===== src/rtl/mdts_pkg.sv =====
// Package for the map drum trigger sequencer: transfer structs, codes,
// sequencer states and fixed constants. No dependencies.

package mdts_pkg;

	// Fixed sizes
	localparam int STEPS_DEFAULT = 32;
	localparam int NODE_COUNT    = 25;
	localparam int PART_COUNT    = 3;
	localparam int LEN_W         = 6;   // euclidean length 1..32
	localparam int REM_DW        = 10;  // widest remainder dividend

	localparam logic [31:0] NOISE_SEED         = 32'hA17C9E31;
	localparam logic [7:0]  ACCENT_LEVEL       = 8'd192;
	localparam logic [7:0]  EUCLID_ACCENT_FILL = 8'd184;

	// Operation codes
	typedef enum logic [1:0] {
		OP_LOAD  = 2'd0,
		OP_STEP  = 2'd1,
		OP_PULSE = 2'd2,
		OP_RESET = 2'd3
	} op_t;

	// Configuration register indexes
	localparam logic CFG_EUCLID = 1'b0;
	localparam logic CFG_RES    = 1'b1;

	// Clock resolution codes
	localparam logic [1:0] RES_4 = 2'd0;
	localparam logic [1:0] RES_8 = 2'd1;

	typedef struct packed {
		op_t        operation;
		logic [7:0] map_x;
		logic [7:0] map_y;
		logic [7:0] chaos;
		logic [7:0] fill_kick;
		logic [7:0] fill_snare;
		logic [7:0] fill_hat;
		logic [4:0] load_node;
		logic [1:0] load_part;
		logic [4:0] load_step;
		logic [7:0] load_value;
	} in_item_t;

	typedef struct packed {
		logic       step_fired;
		logic [4:0] step_number;
		logic       kick_hit;
		logic       snare_hit;
		logic       hat_hit;
		logic       kick_accent;
		logic       snare_accent;
		logic       hat_accent;
		logic       beat_mark;
		logic       hat_pan_right;
	} out_item_t;

	// Sequencer states
	typedef enum logic [3:0] {
		ST_IDLE,
		ST_PERT,
		ST_PART,
		ST_RD,
		ST_MIX,
		ST_EVAL,
		ST_EMUL,
		ST_EDIV,
		ST_EREM1,
		ST_EMUL2,
		ST_EREM2,
		ST_FINISH
	} state_t;

endpackage


===== src/rtl/mdts_rem.sv =====
// Bit-serial restoring remainder unit, one dividend bit per cycle.
// Depends on mdts_pkg.

module mdts_rem
	import mdts_pkg::*;
#(
	parameter int DW = REM_DW
) (
	input  logic             clk,
	input  logic             arst_n,
	input  logic             start,
	input  logic [DW-1:0]    dividend,
	input  logic [LEN_W-1:0] divisor,
	output logic             done,
	output logic [LEN_W-1:0] remainder
);

	localparam int CNTW = $clog2(DW + 1);

	logic [DW-1:0]    dvd_q;
	logic [LEN_W-1:0] div_q;
	logic [LEN_W-1:0] rem_q;
	logic [CNTW-1:0]  cnt_q;
	logic             busy_q;
	logic             done_q;
	logic [LEN_W:0]   trial;
	logic [LEN_W-1:0] nrem;

	// One shift-compare-subtract step
	always_comb begin
		trial = {rem_q, dvd_q[DW-1]};
		if (trial >= {1'b0, div_q}) begin
			nrem = LEN_W'(trial - {1'b0, div_q});
		end else begin
			nrem = LEN_W'(trial);
		end
	end

	// Control
	always_ff @(posedge clk or negedge arst_n) begin
		if (!arst_n) begin
			busy_q <= 1'b0;
			done_q <= 1'b0;
			cnt_q  <= '0;
		end else if (start) begin
			busy_q <= 1'b1;
			done_q <= 1'b0;
			cnt_q  <= CNTW'(DW);
		end else if (busy_q) begin
			cnt_q <= cnt_q - 1'b1;
			if (cnt_q == CNTW'(1)) begin
				busy_q <= 1'b0;
				done_q <= 1'b1;
			end
		end else begin
			done_q <= 1'b0;
		end
	end

	// Payload
	always_ff @(posedge clk) begin
		if (start) begin
			dvd_q <= dividend;
			div_q <= divisor;
			rem_q <= '0;
		end else if (busy_q) begin
			dvd_q <= dvd_q << 1;
			rem_q <= nrem;
		end
	end

	assign done      = done_q;
	assign remainder = rem_q;

endmodule


===== config.mk =====
export PLATFORM = sky130hd
export DESIGN_NAME = mdts_rem
export DESIGN_NICKNAME = d
export VERILOG_FILES = /design/src/rtl/mdts_pkg.sv /design/src/rtl/mdts_rem.sv
export SDC_FILE = /design/constraint.sdc
export NUM_CORES = 1
export LEC_CHECK = 0
export ABC_AREA = 0
export BUFFER_PORTS_ARGS = -buffer_cell sky130_fd_sc_hd__buf_2
export CORE_AREA = 4 4 79 44
export DETAILED_ROUTE_END_ITERATION = 10
export DIE_AREA = 0 0 83 48
export PLACE_DENSITY = 0.83
export RECOVER_POWER = 25
export SLEW_MARGIN = 20
export SYNTH_ARGS = -nofsm -noshare
export SYNTH_HDL_FRONTEND = slang
export SYNTH_SLANG_ARGS = --single-unit

===== constraint.sdc =====
create_clock -name clk -period 3 [get_ports clk]
set_input_delay 0.45 -clock clk [delete_from_list [all_inputs] [get_ports clk]]
set_output_delay 0.45 -clock clk [all_outputs]
set_load 0.02 [all_outputs]

After elaboration in Yosys (flattened, before gate mapping)
Index checks and enable logic that the tools add are counted.
{"block": "word_totals", "inputBits": 19, "ram_bits": 0, "latch_bits": 0, "mem_count": 0, "out_inout_bits": 7, "mem_bits_ro": 0, "regBits": 28}
{"block": "classes", "div_mod_pow": 0, "magnitude_cmp": 1, "add_sub_neg": 2, "n_reduce_logical": 1, "shifts": 0, "bitwise_logic": 0, "n_mux": 11, "eq_ne": 2, "n_mul": 0}
{"op": "$mux W10", "n": 2}
{"op": "$mux W4", "n": 2}
{"op": "$ge A7 B6 Y1", "n": 1}
{"op": "$mux W1", "n": 6}
{"op": "$mux W6", "n": 1}
{"op": "$sub A6 B6 Y6", "n": 1}
{"op": "$eq A4 B1 Y1 const B", "n": 1}
{"op": "$sub A4 B1 Y4 const B", "n": 1}
{"op": "$ne A3 B2 Y1 const B", "n": 1}
{"op": "$reduce_bool A2 Y1", "n": 1}

Longest topological paths before layout
{"block": "depth", "word_depth": 4, "depth_mapped": 8, "depth_no_buf": 8}

Worst setup path after synthesis
OpenSTA, ideal clock, no wires.
{"block": "synth_timing", "kind": "reg2reg", "start": "register rem_q[0], in the netlist remainder[0]", "end": "register rem_q[4], in the netlist remainder[4]", "slack_ns": 1.103, "arrival_ns": 1.811, "stages_incl_launch_ff": 8, "required_ns": 2.914, "period_less_slack_ns": 1.897, "cell_sequence": "dfxtp_1 > inv_1 > fa_1 > or2b_1 > a21oi_1 > xor2_1 > mux2i_1 > a211oi_1"}
{"block": "synth_between", "elab_chain_cells": 2, "elab_cells_between_ends": 3}
{"element": "from (decl)", "line": "mdts_rem.sv:22", "rtl": "logic [LEN_W-1:0] rem_q;"}
{"element": "from (signal assigned)", "line": "mdts_rem.sv:68", "rtl": "rem_q <= nrem;"}
{"element": "$sub A6 B6 Y6 or $ge A7 B6 Y1 (tied branches)", "line": "mdts_rem.sv:33, mdts_rem.sv:32"}
{"element": "$mux W6 *", "line": "mdts_rem.sv:32", "rtl": "if (trial >= {1'b0, div_q}) begin"}
Mark *: on every way between the ends. The rest lies on a longest branch, timed or not.
A chain may end at the register's enable or synchronous reset.

Worst setup path in the final report
{"block": "layout_timing", "start": "register div_q[0]", "end": "register rem_q[4], in the netlist remainder[4]"}
{"block": "layout_between", "elab_chain_cells": 2, "elab_cells_between_ends": 3}
{"element": "from (decl)", "line": "mdts_rem.sv:21", "rtl": "logic [LEN_W-1:0] div_q;"}
{"element": "from (signal assigned)", "line": "mdts_rem.sv:64", "rtl": "div_q <= divisor;"}
{"element": "$sub A6 B6 Y6 or $ge A7 B6 Y1 (tied branches)", "line": "mdts_rem.sv:33, mdts_rem.sv:32"}
{"element": "$mux W6 *", "line": "mdts_rem.sv:32"}
Marked as above.

==> flow_summary.yaml <==
outcome:
  outcome: "completed"
route:
  vias: 1015
  drt-pass1-iter-count: 4
  wire_per_inst_um: 14.78
  ant_nets: 0
  drt_iter0_drc: 150
  route.detailed.drc: 0
  via_per_inst: 5.232
  wl_mm: 2.867
timing:
  finalMaxSlewViolations: 0
  relSlewSlack_pct: 4.744
  setup_ws_ps: 916.0
  tns_ps: 0
  hold-worst-slack_ps: 342.0
  rsz0062_at_grt: "false"
  finClkSkew_ps: 5.398
  max_freq_ghz: 0.4798
  setup_viol: 0
  hold_viol_final: 0
  fin_crit_ps: 2084
  tightestPinTransition_ps: 1429
  min_period_over_period_pct: 69.47
synth:
  synthCells: 129
  syn_area_um2: 1474
  synth-seq-area-share_pct: 50.93
  synth-edff-count: 16
  async_flop_share_pct: 21.43
  synthFlopType: "edfxtp_1"
  ys_seq_elements: 28
  syn-num-nets: 158
  yosysUniqueCellTypes: 35
  synth.avg_cell_area_um2: 11.43
  yosys_warnings: 0
grt:
  grt_pass1_vias: 949
  grt_use_total_pct: 14.80
  grt_overflow: 0
  grt_max_degree: 32
  grt_pass1_wl_mm: 4.512
  grt_antenna_before_repair: 0
worst_setup_path:
  path_cells: "ha_1 -> fa_1 -> or2b_1 -> a21oi_1 -> xor2_1 -> mux2i_1 -> a211oi_1"
  critPathLaunchType: "register"
  cp_max_fo: 2
  slowest_stage: "edfxtp_1"
  criticalPathCategory: "register to register"
  cp.arrival_ps: 2270
  cp.required_ps: 3180
  end_kind: "register"
  critPathMaxStageDelay_ps: 410
floorplan:
  row_count: 14
  die_x_um: 83
  fp.coreArea_um2: 2838
  initial_utilization_pct: 51.94
  fp.dieH_um: 48
  io-pin-count: 26
  die-area_um2: 3984
power_and_ir_drop:
  ir_drop_v: 0.0002729
  p_per_area_nw_per_um2: 750.8
  power_mw: 1.271
  leakagePower_nw: 0.7497
place:
  pre_cts_ws_ps: 964.0
  port-buffer-count: 25
  post-dp-hpwl_mm: 2.027
  place_inst: 189
  gp_congestion: 0.8871
worst_hold_path:
  hold_class: "primary input to register"
cells_and_area:
  regArea_um2: 750.7
  fin_cells: 194
  antenna_cells: 0
  multi_input_area_um2: 666.9
  n_fill_cell: 241
  drive_gt1_share_pct: 26.62
  area_growth_pct: 14.86
  nets: 184
clock_tree:
  clk_path_buf_depth: 2
  clk_pin_slew_worst_paths_ps: 100
  cts-root-buf: "clkbuf_8"
  clkLatencyLatePin_ps: 270
  post_cts_buffers: 0
  htreeDepth: 1
  cts_buffers: 3
  cts.sinks: 28
  cts_tree: "yes"
flow_run:
  drv_cap: 0
==> path summary, 6_finish.rpt <==
kind,startpoint,endpoint,slack (ps),depth (start not counted)
max,div_q[0],remainder[4],920,7
min,divisor[2],div_q[2],340,1
max reg2reg,div_q[0],remainder[4],920,7
min reg2reg,remainder[5],remainder[5],520,2
max in group asynchronous,arst_n,done,2170,2
min in group asynchronous,arst_n,cnt_q[1],570,2
==> stage by stage <==
stage | instance area (um^2) | util [%]
global route | 1693 | 59.66
finish | 1693 | 59.66
CTS | 1695 | 59.74
detailed placement | 1630 | 57.45
floorplan | 1474 | -
global placement | 1630 | 57.45
==> sequential cells by signal, indices dropped and copies added (netlist names) <==
register and flops:
done 1, cnt_q 4, remainder 6, busy_q 1, dvd_q 10, div_q 6
==> cell type report <==
| type | count | area share (%) |
|---|---|---|
| Clock buffer | 4 | 3.252 |
| Inverter | 10 | 2.217 |
| Multi-Input combinational cell | 86 | 39.39 |
| Sequential cell | 28 | 44.35 |
| Tap cell | 40 | 2.956 |
| Timing Repair Buffer | 26 | 7.834 |
==> timing repair <==
action	4_1_cts	5_1_grt
gates resized for setup	0	0
hold endpoints to repair	6	0
hold buffers	1	0
==> worst max-delay path: cells and delay by family, from the launching register on <==
kind | cells | cell delay (ps)
AOI/OAI and AO/OA | 2 | 440
xor gates and xnor gates | 1 | 180
adders and majority gates | 2 | 630
DFF | 1 | 410
muxes | 1 | 100
and+or+nand+nor | 1 | 240
==> logic make-up (layout without fill, tap and decap cells) <==
kind of cell	count (synthesis)	count (layout)	synth area share, %
XOR/XNOR	6	6	3.566
adder cells (fa/ha/maj)	10	10	8.998
multiplexers	13	13	9.593
buffers and inverters	15	40	3.820
AO/OA/AOI/OAI	20	20	10.78
AND/OR/NAND/NOR	37	37	12.31
flip-flops	28	28	50.93
==> where the power goes <==
group / internal (mW) / total (mW) / switching [mW]
combinational: 0.222 / 0.518 / 0.296
clock: 0.118 / 0.234 / 0.116
sequential: 0.470 / 0.520 / 0.0494
total: 0.810 / 1.27 / 0.461
==> cell usage in the layout, fill, tap and decap left out, types with 3 or more instances in the layout <==
cell       n
a211oi_1   3
edfxtp_1  16
nand2b_1   4
xnor2_1    3
mux2_2     9
inv_1     10
nor2_1    15
dfrtp_1    6
buf_2     23
clkbuf_8   4
mux2i_1    4
dfxtp_1    6
ha_1       9
a21oi_1    5
xor2_1     3
nand2_1    7
==> Yosys cell counts (all sizes together), types with 2 or more instances <==
library cell | number | area share [%]
xor2 | 3 | 1.8
inv | 10 | 2.5
a21o | 2 | 1.0
nor3 | 2 | 0.68
clkbuf | 4 | 1.0
a211oi | 3 | 1.5
nor2b | 2 | 0.85
mux2 | 9 | 6.9
dfrtp | 6 | 10
nand2b | 4 | 1.7
dfxtp | 6 | 8.1
nor4b | 2 | 1.2
edfxtp | 16 | 33
ha | 9 | 7.6
xnor2 | 3 | 1.8
mux2i | 4 | 2.7
o21ai | 4 | 1.6
nand2 | 7 | 1.8
a21oi | 6 | 2.3
nor2 | 15 | 3.8
==> metal layers <==
| layer | vias up | wire length, um | track usage, % |
|---|---|---|---|
| li1 | 499 | - | - |
| met1 | 484 | 1283 | 17.89 |
| met2 | 28 | 1421 | 26.91 |
| met3 | 4 | 126 | 4.296 |
| met4 | 0 | 35 | 4.560 |
| met5 | - | 0 | 0 |
Power figures use the tool's default switching activity.
